===== src/hdl/lsp_pkg.sv =====
package lsp_pkg;

	localparam int RL_W  = 8;
	localparam int RH_W  = 10;
	localparam int WGT_W = 4;
	localparam int OUT_W = RH_W + WGT_W;
	localparam int QW    = OUT_W;
	localparam int POS_W = 16;
	localparam int CMD_W = 2;
	localparam int IDX_W = 4;
	localparam int CFG_W = 10;
	localparam int SMP_W = 10;

	typedef enum logic [CMD_W-1:0] {
		CMD_CLEAR = 2'd0,
		CMD_CAL   = 2'd1,
		CMD_LINE  = 2'd2
	} cmd_t;

	typedef enum logic [0:0] {
		CFG_RANGE_LOW  = 1'b0,
		CFG_RANGE_HIGH = 1'b1
	} cfg_idx_t;

	typedef enum logic [2:0] {
		ST_IDLE,
		ST_PREP,
		ST_MUL,
		ST_DIV,
		ST_ACC
	} state_t;

	typedef struct packed {
		logic clear;
		logic update;
	} cal_ctl_t;

	typedef struct packed {
		logic          done;
		logic [QW-1:0] quot;
	} div_rsp_t;

endpackage


===== src/hdl/lsp_cal.sv =====
module lsp_cal #(
	parameter int SENSOR_COUNT = 10,
	parameter int SAMPLE_BITS  = 10,
	parameter int IW           = 4
) (
	input  logic                   clk,
	input  logic                   arst_n,
	input  lsp_pkg::cal_ctl_t      ctl,
	input  logic [IW-1:0]          wr_idx,
	input  logic [SAMPLE_BITS-1:0] smp,
	input  logic [IW-1:0]          rd_idx,
	output logic [SAMPLE_BITS-1:0] lo,
	output logic [SAMPLE_BITS-1:0] hi
);
	import lsp_pkg::*;

	logic [SAMPLE_BITS-1:0] min_q [SENSOR_COUNT];
	logic [SAMPLE_BITS-1:0] max_q [SENSOR_COUNT];

	always_ff @(posedge clk or negedge arst_n) begin
		if (!arst_n) begin
			for (int k = 0; k < SENSOR_COUNT; k++) begin
				min_q[k] <= '1;
				max_q[k] <= '0;
			end
		end else if (ctl.clear) begin
			for (int k = 0; k < SENSOR_COUNT; k++) begin
				min_q[k] <= '1;
				max_q[k] <= '0;
			end
		end else if (ctl.update) begin
			if (smp > max_q[wr_idx]) begin
				max_q[wr_idx] <= smp;
			end
			if (smp < min_q[wr_idx]) begin
				min_q[wr_idx] <= smp;
			end
		end
	end

	assign lo = min_q[rd_idx];
	assign hi = max_q[rd_idx];

endmodule


===== src/hdl/lsp_div.sv =====
module lsp_div #(
	parameter int SAMPLE_BITS = 10
) (
	input  logic                                 clk,
	input  logic                                 arst_n,
	input  logic                                 start,
	input  logic [SAMPLE_BITS+lsp_pkg::QW-1:0]   num,
	input  logic [SAMPLE_BITS-1:0]               den,
	output lsp_pkg::div_rsp_t                    rsp
);
	import lsp_pkg::*;

	localparam int NUM_W = SAMPLE_BITS + QW;
	localparam int CW    = $clog2(QW + 1);

	logic [SAMPLE_BITS-1:0] rem_q;
	logic [QW-1:0]          qb_q;
	logic [CW-1:0]          cnt_q;
	logic                   done_q;

	logic [SAMPLE_BITS:0]   t;
	logic [SAMPLE_BITS:0]   t_sub;
	logic                   ge;
	logic [SAMPLE_BITS-1:0] rem_n;

	assign t     = {rem_q, qb_q[QW-1]};
	assign ge    = t >= {1'b0, den};
	assign t_sub = t - {1'b0, den};
	assign rem_n = ge ? t_sub[SAMPLE_BITS-1:0] : t[SAMPLE_BITS-1:0];

	always_ff @(posedge clk or negedge arst_n) begin
		if (!arst_n) begin
			cnt_q  <= '0;
			done_q <= 1'b0;
		end else if (start) begin
			cnt_q  <= CW'(QW);
			done_q <= 1'b0;
		end else if (cnt_q != '0) begin
			cnt_q  <= cnt_q - CW'(1);
			done_q <= cnt_q == CW'(1);
		end else begin
			done_q <= 1'b0;
		end
	end

	// high part of the numerator is already below den: one quotient bit per cycle
	always_ff @(posedge clk) begin
		if (start) begin
			rem_q <= num[NUM_W-1:QW];
			qb_q  <= num[QW-1:0];
		end else if (cnt_q != '0) begin
			rem_q <= rem_n;
			qb_q  <= {qb_q[QW-2:0], ge};
		end
	end

	assign rsp.done = done_q;
	assign rsp.quot = qb_q;

endmodule


===== src/hdl/line_sensor_position_top.sv =====
// Line sample: from acceptance to the next ready the word passes the prep and multiply steps,
// the bit-serial restoring divider (one quotient bit per cycle), its done cycle and the
// accumulate step, which stalls on the last sensor while an earlier result waits for
// out_ready; a new line word is taken only in idle. The result word of the last sensor turns
// valid in the same cycle as ready. Clear and calibration words do not leave idle. Async reset
// (arst_n low) clears calibration to min all ones / max zero, the scan sum and flag, range_low 0, range_high 100.
module line_sensor_position_top #(
	parameter int SENSOR_COUNT = 10,
	parameter int SAMPLE_BITS  = 10
) (
	input  logic                                 clk,
	input  logic                                 arst_n,
	input  logic                                 cfg_we,
	input  logic [0:0]                           cfg_index,
	input  logic [lsp_pkg::CFG_W-1:0]            cfg_data,
	input  logic                                 in_valid,
	output logic                                 in_ready,
	input  logic [lsp_pkg::CMD_W-1:0]            command,
	input  logic [lsp_pkg::IDX_W-1:0]            sensor_index,
	input  logic [lsp_pkg::SMP_W-1:0]            sample,
	output logic                                 out_valid,
	input  logic                                 out_ready,
	output logic signed [lsp_pkg::POS_W-1:0]     position,
	output logic                                 uncalibrated
);
	import lsp_pkg::*;

	localparam int IW    = $clog2(SENSOR_COUNT);
	localparam int SB    = SAMPLE_BITS;
	localparam int NUM_W = SB + QW;
	localparam int HALF  = SENSOR_COUNT / 2;
	localparam int SUM_W = POS_W + 2;
	localparam logic [5:0]              NM1    = 6'(SENSOR_COUNT - 1);
	localparam logic [IW-1:0]           LAST   = IW'(SENSOR_COUNT - 1);
	localparam logic [IW-1:0]           LEFT_N = IW'(HALF);
	localparam logic signed [SUM_W-1:0] SAT_HI = SUM_W'(32767);
	localparam logic signed [SUM_W-1:0] SAT_LO = -SUM_W'(32768);

	state_t state_q, state_d;

	logic [RL_W-1:0]  range_low_q;
	logic [RH_W-1:0]  range_high_q;

	logic [IW-1:0]    idx_q;
	logic [SB-1:0]    samp_q;
	logic [SB-1:0]    xo_q;
	logic [SB-1:0]    den_q;
	logic [OUT_W-1:0] mag_q;
	logic             neg_q;
	logic             cur_uncal_q;

	logic signed [POS_W-1:0] acc_q;
	logic                    scan_uncal_q;
	logic                    out_valid_q;
	logic signed [POS_W-1:0] position_q;
	logic                    uncal_out_q;

	logic           in_fire;
	logic           idx_ok;
	logic [SB-1:0]  s_in;
	cal_ctl_t       cal_ctl;
	logic [SB-1:0]  lo, hi;
	logic           div_start;
	div_rsp_t       div_rsp;
	logic           acc_en;
	logic           fire_out;
	logic           is_last;
	logic           blocked;

	assign in_fire = in_valid && in_ready;
	assign idx_ok  = {1'b0, sensor_index} < (IDX_W + 1)'(SENSOR_COUNT);
	assign s_in    = SB'(sample);

	assign cal_ctl.clear  = in_fire && command == CMD_CLEAR;
	assign cal_ctl.update = in_fire && command == CMD_CAL && idx_ok;

	lsp_cal #(
		.SENSOR_COUNT(SENSOR_COUNT),
		.SAMPLE_BITS (SAMPLE_BITS),
		.IW          (IW)
	) u_cal (
		.clk   (clk),
		.arst_n(arst_n),
		.ctl   (cal_ctl),
		.wr_idx(sensor_index[IW-1:0]),
		.smp   (s_in),
		.rd_idx(idx_q),
		.lo    (lo),
		.hi    (hi)
	);

	// prep: clamp, offsets and the per-sensor output span
	logic [SB-1:0]      x_cl;
	logic [5:0]         tw, ctr_ofs;
	logic [WGT_W-1:0]   weight;
	logic [OUT_W-1:0]   out_hi;
	logic signed [OUT_W:0] diff;
	logic [OUT_W:0]     ndiff;

	assign x_cl    = (samp_q < lo) ? lo : ((samp_q > hi) ? hi : samp_q);
	assign tw      = 6'({idx_q, 1'b0});
	assign ctr_ofs = (tw >= NM1) ? (tw - NM1) : (NM1 - tw);
	assign weight  = WGT_W'((ctr_ofs >> 1) + 6'd2);
	assign out_hi  = OUT_W'(range_high_q) * OUT_W'(weight);
	assign diff    = $signed({1'b0, out_hi}) - $signed((OUT_W + 1)'(range_low_q));
	assign ndiff   = -diff;

	logic [NUM_W-1:0] num;
	assign num = NUM_W'(xo_q) * NUM_W'(mag_q);

	lsp_div #(
		.SAMPLE_BITS(SAMPLE_BITS)
	) u_div (
		.clk   (clk),
		.arst_n(arst_n),
		.start (div_start),
		.num   (num),
		.den   (den_q),
		.rsp   (div_rsp)
	);

	// accumulate with saturation
	logic signed [POS_W-1:0] v;
	logic signed [POS_W-1:0] rl_x, q_x;
	logic signed [SUM_W-1:0] sum;
	logic signed [POS_W-1:0] acc_n;

	assign rl_x = $signed(POS_W'(range_low_q));
	assign q_x  = $signed(POS_W'(div_rsp.quot));
	assign v    = cur_uncal_q ? rl_x : (neg_q ? rl_x - q_x : rl_x + q_x);
	assign sum  = (idx_q < LEFT_N) ? (SUM_W'(acc_q) + SUM_W'(v)) : (SUM_W'(acc_q) - SUM_W'(v));
	assign acc_n = (sum > SAT_HI) ? POS_W'(SAT_HI) :
	               (sum < SAT_LO) ? POS_W'(SAT_LO) : sum[POS_W-1:0];

	assign is_last  = idx_q == LAST;
	assign blocked  = is_last && out_valid_q && !out_ready;

	always_ff @(posedge clk or negedge arst_n) begin
		if (!arst_n) begin
			state_q <= ST_IDLE;
		end else begin
			state_q <= state_d;
		end
	end

	always_comb begin
		state_d   = state_q;
		in_ready  = 1'b0;
		div_start = 1'b0;
		acc_en    = 1'b0;
		case (state_q)
			ST_IDLE: begin
				in_ready = 1'b1;
				if (in_valid && command == CMD_LINE && idx_ok) begin
					state_d = ST_PREP;
				end
			end
			ST_PREP: begin
				state_d = ST_MUL;
			end
			ST_MUL: begin
				div_start = 1'b1;
				state_d   = ST_DIV;
			end
			ST_DIV: begin
				if (div_rsp.done) begin
					state_d = ST_ACC;
				end
			end
			ST_ACC: begin
				if (!blocked) begin
					acc_en  = 1'b1;
					state_d = ST_IDLE;
				end
			end
			default: begin
				state_d = ST_IDLE;
			end
		endcase
	end

	assign fire_out = acc_en && is_last;

	always_ff @(posedge clk or negedge arst_n) begin
		if (!arst_n) begin
			range_low_q  <= '0;
			range_high_q <= RH_W'(100);
		end else if (cfg_we) begin
			case (cfg_idx_t'(cfg_index))
				CFG_RANGE_LOW:  range_low_q  <= cfg_data[RL_W-1:0];
				CFG_RANGE_HIGH: range_high_q <= cfg_data[RH_W-1:0];
				default: begin
				end
			endcase
		end
	end

	always_ff @(posedge clk or negedge arst_n) begin
		if (!arst_n) begin
			acc_q        <= '0;
			scan_uncal_q <= 1'b0;
			out_valid_q  <= 1'b0;
		end else begin
			if (fire_out) begin
				acc_q        <= '0;
				scan_uncal_q <= 1'b0;
			end else if (acc_en) begin
				acc_q        <= acc_n;
				scan_uncal_q <= scan_uncal_q | cur_uncal_q;
			end
			if (fire_out) begin
				out_valid_q <= 1'b1;
			end else if (out_ready) begin
				out_valid_q <= 1'b0;
			end
		end
	end

	always_ff @(posedge clk) begin
		if (in_fire) begin
			idx_q  <= sensor_index[IW-1:0];
			samp_q <= s_in;
		end
		if (state_q == ST_PREP) begin
			xo_q        <= x_cl - lo;
			den_q       <= hi - lo;
			cur_uncal_q <= hi <= lo;
			neg_q       <= diff[OUT_W];
			mag_q       <= diff[OUT_W] ? ndiff[OUT_W-1:0] : diff[OUT_W-1:0];
		end
		if (fire_out) begin
			position_q  <= acc_n;
			uncal_out_q <= scan_uncal_q | cur_uncal_q;
		end
	end

	assign out_valid    = out_valid_q;
	assign position     = position_q;
	assign uncalibrated = uncal_out_q;

	a_done_in_div: assert property (@(posedge clk) disable iff (!arst_n)
		div_rsp.done |-> state_q == ST_DIV)
		else $error("divider done outside divide state");

	a_short_cmd: assert property (@(posedge clk) disable iff (!arst_n)
		(in_fire && command != CMD_LINE) |=> state_q == ST_IDLE)
		else $error("non-line word left idle state");

	a_scan_clear: assert property (@(posedge clk) disable iff (!arst_n)
		fire_out |=> (acc_q == '0) && !scan_uncal_q && out_valid)
		else $error("scan state not cleared after result");

endmodule

===== config.mk =====
export PLATFORM = sky130hd
export DESIGN_NAME = line_sensor_position_top
export DESIGN_NICKNAME = d
export VERILOG_FILES = /design/src/hdl/lsp_pkg.sv /design/src/hdl/lsp_cal.sv /design/src/hdl/lsp_div.sv /design/src/hdl/line_sensor_position_top.sv
export SDC_FILE = /design/constraint.sdc
export NUM_CORES = 1
export LEC_CHECK = 0
export ABC_AREA = 1
export BUFFER_PORTS_ARGS = -buffer_cell sky130_fd_sc_hd__buf_2
export CORE_AREA = 2 2 241 219
export DETAILED_ROUTE_END_ITERATION = 16
export DIE_AREA = 0 0 243 221
export GPL_TIMING_DRIVEN = 0
export PLACE_DENSITY = 0.72
export SLEW_MARGIN = 20
export SYNTH_ARGS = -nofsm -noshare
export SYNTH_HDL_FRONTEND = slang
export SYNTH_HIERARCHICAL = 1
export SYNTH_SLANG_ARGS = --single-unit
export TNS_END_PERCENT = 5

===== constraint.sdc =====
create_clock -name clk -period 6.8 [get_ports clk]
set_input_delay 1.36 -clock clk [delete_from_list [all_inputs] [get_ports clk]]
set_output_delay 1.36 -clock clk [all_outputs]
set_load 0.05 [all_outputs]

==> results of run 1 <==
## placed cells by master (no fill, tap or decap), drive strengths merged, types with 87 or more instances in the layout
| cell | synthesis | routed |
|---|---|---|
| ha | 191 | 191 |
| edfxtp | 91 | 91 |
| fa | 123 | 123 |
| buf | 35 | 97 |
| nor2 | 315 | 315 |
| clkbuf | 125 | 181 |
| nand3 | 184 | 184 |
| dfstp | 103 | 103 |
| inv | 535 | 535 |
| dfrtp | 141 | 141 |
| a21oi | 158 | 158 |
| a22o | 87 | 87 |
| nand2 | 1020 | 1020 |
| o21ai | 230 | 230 |
## worst max-delay path, stage by stage
cell	delay [ps]
buf_2	130
buf_2	170
nand2_1	180
inv_1	80
clkbuf_1	300
clkbuf_1	470
a221oi_1	840
o21ai_0	220
a211oi_1	470
ha_1	350
nand2_1	90
nor2_1	60
nand3_1	70
o21ai_0	80
inv_1	90
nand2_1	140
nor2_1	770
clkbuf_1	750
nand3_1	160
nand2_1	120
## layer usage
metal	routed length [um]	GRT usage, %	vias up	share of wire [%]
li1	-	-	12300	-
met1	40300	49.3	12500	40
met2	42500	55.7	1391	43
met3	9580	7.56	309	9.6
met4	7380	23.1	0	7.4
met5	0	0	-	0
## cells by family after synthesis
group | synth area share [%]
XOR/XNOR | 2.94
multiplexers | 0.212
AO/OA/AOI/OAI | 14.9
flip-flops | 31.7
buffers and inverters | 9.80
AND/OR/NAND/NOR | 23.4
adder cells (fa/ha/maj) | 17.1
## area by class of cell
type,instances,area [sq um]
well taps,688,861
clock inverters,15,205
inverters,550,2060
repair buffers,64,410
multi-input cells,2665,16600
flip-flops and latches,335,8970
clock buffers,56,1150
plain buffers,159,736
fillers,4754,20200
## sequential cells by signal (all words and copies together), names as in the netlist
name          count
den_q            10
uncalibrated      1
xo_q             10
idx_q             4
out_valid         1
range_low_q       8
acc_q            16
position         16
u_div/qb_q       14
u_div/cnt_q       4
samp_q           10
u_cal/min_q     100
u_div/done_q      1
scan_uncal_q      1
u_div/rem_q      10
u_cal/max_q     100
range_high_q     10
cur_uncal_q       1
mag_q            14
neg_q             1
state_q           3
## what timing repair did
item | CTS | global route
hold endpoints to repair | 0 | 0
endpoints found under the setup margin | 16 | 18
buffers inserted | 0 | 7
pin swaps | 0 | 1
gates resized for setup | 9 | 39
## path summary, 6_finish.rpt
path | slack, ps | endpoint | cells after the start
max in group asynchronous | 4980 | u_cal/min_q[42] | 2
min | 460 | u_cal/min_q[86] | 2
max | 360 | u_cal/max_q[33] | 20
min in group asynchronous | 770 | acc_q[0] | 1
min reg2reg | 460 | u_cal/min_q[86] | 2
max reg2reg | 390 | xo_q[9] | 31
## through the flow
stage          hold slack [ps]  TNS (ps)
6_report                   463         0
5_1_grt                    480         0
4_1_cts                    463         0
3_5_place_dp               454     -6780
3_3_place_gp               451   -106320
2_1_floorplan              443         0
==> impl_metrics.csv, run 1 <==
group,metric,value,unit
setup_path,cp-startpoint,"sensor_index[1]",
floorplan,die_x,243,um
sta,relSlewSlack,28.2,%
floorplan,io_pins,51,
synthesis,synth_area_leader_cell,"nand2_1",
global_routing,grt_pass1_wl,152000,um
floorplan,start_util,55.3,%
global_routing,grt_pass1_vias,25100,
sta,drv_slew,0,
global_routing,track_usage,37.1,%
clock_tree,ctsHoldBuffers,0,
drt,drtIter0Drc,2910,
synthesis,synth.top_cells.by_area,"nand2_1 13%, dfrtp_1 12%, edfxtp_1 9.6%",
synthesis,yosys.cell_types.count,61,
setup_path,crit_path_start_kind,"primary input",
synthesis,yosysSeqAreaShare,31.7,%
global_routing,overflow,0,
clock_tree,clkSinkCount,335,
drt,antenna_left,0,
floorplan,die-area,0.0537,sq mm
clock_tree,cts_buffers,39,
synthesis,synth.most_common_cell,"nand2_1",
placement,port_buffers,50,
setup_path,crit_type,"primary input to flop",
drt,firstDrtPassIters,7,
synthesis,netlist.area_leader.share,12.9,%
clock_tree,clock_path_buffers,3,
synthesis,yosys_warnings,6,
placement,gp_congestion,1.05,
synthesis,syn_nets,4056,
drt,drt_wl_total,99800,um
layout,postLayoutCellArea,0.0310,sq mm
synthesis,ys_top_cells_by_count,"977 x nand2_1, 520 x inv_1, 303 x nor2_1",
synthesis,avgSynthCellArea,7.63,sq um
drt,num_vias,26500,
setup_path,crit_arrival,6940,ps
sta,worst_slack,355,ps
setup_path,cp_max_fo,10,
synthesis,synth_top_flop_cell,"dfrtp_1",
sta,finalCriticalPeriod,6440,ps
layout,fin_util,60.6,%
synthesis,synth-edff-count,91,
layout,drive_above_1_share,9.83,%
sta,post-route-period-util,94.8,%
sta,worst_pin_slew,1080,ps
sta,hold_viol_final,0,
synthesis,async_reset_ff_share,72.8,%
clock_tree,root_buffer,"clkbuf_16",
layout,area_delta_synth_final,9.55,%
floorplan,rows,79,
drt,avgRoutedWirePerCell,22.0,um
layout,layout.nets,4160,
hold_path,hold_start,"u_cal/min_q[86]",
job,maxCapViolations,0,
floorplan,fp.dieH,221,um
synthesis,netlist_area,0.0283,sq mm
clock_tree,cts_tree,"done",
clock_tree,clkLatencyLatePin,590,ps
clock_tree,htreeDepth,2,
sta,skew,40.1,ps
drt,drc,0,
placement,pre_cts_ws,-628,ps
synthesis,ys_seq_elements,335,
setup_path,cp-end-kind,"flop",
layout,final_cells,4532,
global_routing,grt_max_degree,92,
setup_path,r2r_start,"idx_q[0]",
placement,place_inst,4455,
synthesis,synthCells,3710,
global_routing,antenna_found_initial,0,
hold_path,worstHoldPathType,"flop to flop",
sta,finalSetupViolations,0,
drt,vias_per_cell,5.85,
setup_path,crit_required,7300,ps
layout,n_antenna_cell,0,
placement,place_area,0.0295,sq mm
clock_tree,path_clk_slew,50,ps
placement,dp_hpwl,76500,um
outcome,outcome,"finished clean",
sta,rsz0062_at_grt,"no",
sta,fmax,0.155,GHz
floorplan,core,0.0512,sq mm
Power of run 1 is left out: the tool's default activity adds up to more than one toggle a clock period on the data nets, which glitch-free logic cannot reach.
==> run 2: changes to the inputs <==
Settings changed: PLACE_DENSITY 0.72 to 0.74, RECOVER_POWER set to 50.
Clock period 6.8 ns to 5.3 ns, I/O delays scaled along.
==> run 2 against run 1 <==
Against the previous run: the run now ends with capacitance limit, slew limit, setup timing left; critical path type unchanged; first-iteration DRC count rose by 5.1%; clock skew fell by 1.2 ps; via count rose by 4.3%; cell count rose by 2.0%; critical endpoint is now u_cal/max_q[22]; die area did not move; global-route usage rose by 0.92 points.
==> impl_metrics.csv, run 2 (same netlist as run 1, synthesis figures left out) <==
group,metric,value,unit
layout,final_common_cell,"nand2_1",
outcome,outcome,"finished with violations",
drt,num_vias,27600,
setup_path,crit_path_start_kind,"primary input",
floorplan,die_x,243,um
drt,drtIter0Drc,3059,
drt,drt_wl_total,105000,um
setup_path,cp_max_fo,10,
placement,place_inst,4455,
setup_path,crit_required,5810,ps
clock_tree,clkLatencyLatePin,600,ps
sta,rsz0062_at_grt,"yes",
floorplan,die-area,0.0537,sq mm
floorplan,start_util,55.3,%
setup_path,cp_cell_sequence,"clkbuf_1, buf_2, nand2_1, inv_1, clkbuf_1, clkbuf_1, a22oi_1, a21oi_1, a211oi_1, ha_1, nand2_1, nor2_1, nand3_1, o21ai_0, nand2_1, nor2_2, clkbuf_1, a22o_1",
layout,final_cell_mix,"950 x nand2_1, 498 x inv_1, 298 x nor2_1",
setup_path,crit_top_cell,"clkbuf_1",
setup_path,cp-end-kind,"flop",
global_routing,grt_max_degree,98,
layout,drive_above_1_share,16.7,%
setup_path,crit_arrival,5980,ps
sta,hold_viol_final,0,
hold_path,worstHoldPathType,"flop to flop",
floorplan,fp.dieH,221,um
sta,skew,38.9,ps
sta,finalSetupViolations,50,
sta,post-route-period-util,103,%
clock_tree,clkSinkCount,335,
clock_tree,cts_buffers,39,
outcome,violations,"capacitance limit, slew limit, setup timing",
drt,avgRoutedWirePerCell,22.7,um
floorplan,io_pins,51,
placement,dp_hpwl,76500,um
placement,port_buffers,50,
layout,postLayoutCellArea,0.0329,sq mm
sta,finalCriticalPeriod,5470,ps
clock_tree,path_clk_slew,60,ps
drt,drc,0,
placement,gp_congestion,1.09,
clock_tree,root_buffer,"clkbuf_16",
clock_tree,clock_path_buffers,3,
sta,drv_slew,61,
global_routing,track_usage,38.0,%
layout,final_cells,4621,
placement,place_area,0.0296,sq mm
global_routing,grt_pass1_wl,156000,um
drt,firstDrtPassIters,7,
setup_path,cpPeakStageDelay,690,ps
drt,antenna_left,0,
sta,fmax,0.183,GHz
job,maxCapViolations,1,
floorplan,core,0.0512,sq mm
setup_path,crit_type,"primary input to flop",
sta,setup_tns,-3510,ps
sta,worst_slack,-166,ps
layout,area_delta_synth_final,16.3,%
layout,largestRegisters,"u_cal/max_q: 100 flops, u_cal/min_q: 100 flops",
setup_path,crit_path_top_delay_cell,"clkbuf_1",
sta,worst_pin_slew,3330,ps
clock_tree,cts_tree,"done",
layout,layout.nets,4247,
sta,relSlewSlack,-122,%
global_routing,antenna_found_initial,4,
floorplan,rows,79,
global_routing,overflow,0,
global_routing,grt_pass1_vias,26300,
clock_tree,htreeDepth,2,
drt,vias_per_cell,5.98,
## run 2: cell types whose count changed in the layout (fill, tap and decap cells not counted), moves of 22 or more
| cell | before | now |
|---|---|---|
| inv_1 | 520 | 498 |
| a21oi_1 | 153 | 131 |
| buf_4 | 20 | 111 |
| nand2_1 | 976 | 950 |
| o21ai_0 | 193 | 155 |
## run 2: final timing paths
check / cells after the start / slack, ps / startpoint / end
worst min register to register: 2 / 460 / u_cal/min_q[85] / u_cal/min_q[85]
worst max-delay path: 18 / -170 / sensor_index[1] / u_cal/max_q[22]
worst min-delay path: 2 / 460 / u_cal/min_q[85] / u_cal/min_q[85]
max in group asynchronous: 2 / 770 / arst_n / u_cal/max_q[42]
worst max register to register: 26 / -100 / idx_q[0] / mag_q[13]
min in group asynchronous: 1 / 1580 / arst_n / acc_q[12]
## run 2: cell type report
type / instances / area (sq um)
repair buffers: 166 / 1180
flip-flops and latches: 335 / 8970
diodes: 1 / 2.50
clock inverters: 15 / 191
clock buffers: 57 / 1160
fillers: 4413 / 18300
well taps: 688 / 861
plain buffers: 144 / 991
inverters: 550 / 2070
multi-input cells: 2665 / 17500
## run 2: timing repair
action | CTS | global route
hold buffers | 0 | 0
pin swaps | 40 | 96
resized for setup | 154 | 253
setup buffers | 54 | 54
gates cloned | 0 | 1
setup endpoints to repair | 59 | 256
## run 2: per-stage QoR
step                      utilization, %  hold slack [ps]  setup slack, ps
after floorplan                        -              443             2.23
after global placement              57.6              450            -1890
after detailed placement            57.9              454            -1630
after CTS                           62.2              433             -104
after global routing                64.3              477             -378
final                               64.3              462             -166
## run 2: routing by layer
layer	vias to the layer above	routed length, um	global-route usage (%)
li1	12500	-	-
met1	13100	40700	49.3
met2	1578	45100	56.9
met3	442	10800	9.91
met4	4	8130	23.8
met5	-	31	0
## run 2: worst max-delay path, delay by kind of cell
kind	cells	cell delay, ps
compound gates	5	1210
fa+ha+maj	1	300
buf+inv	6	2310
simple gates	6	1090
Power of run 2 is left out for the same reason.
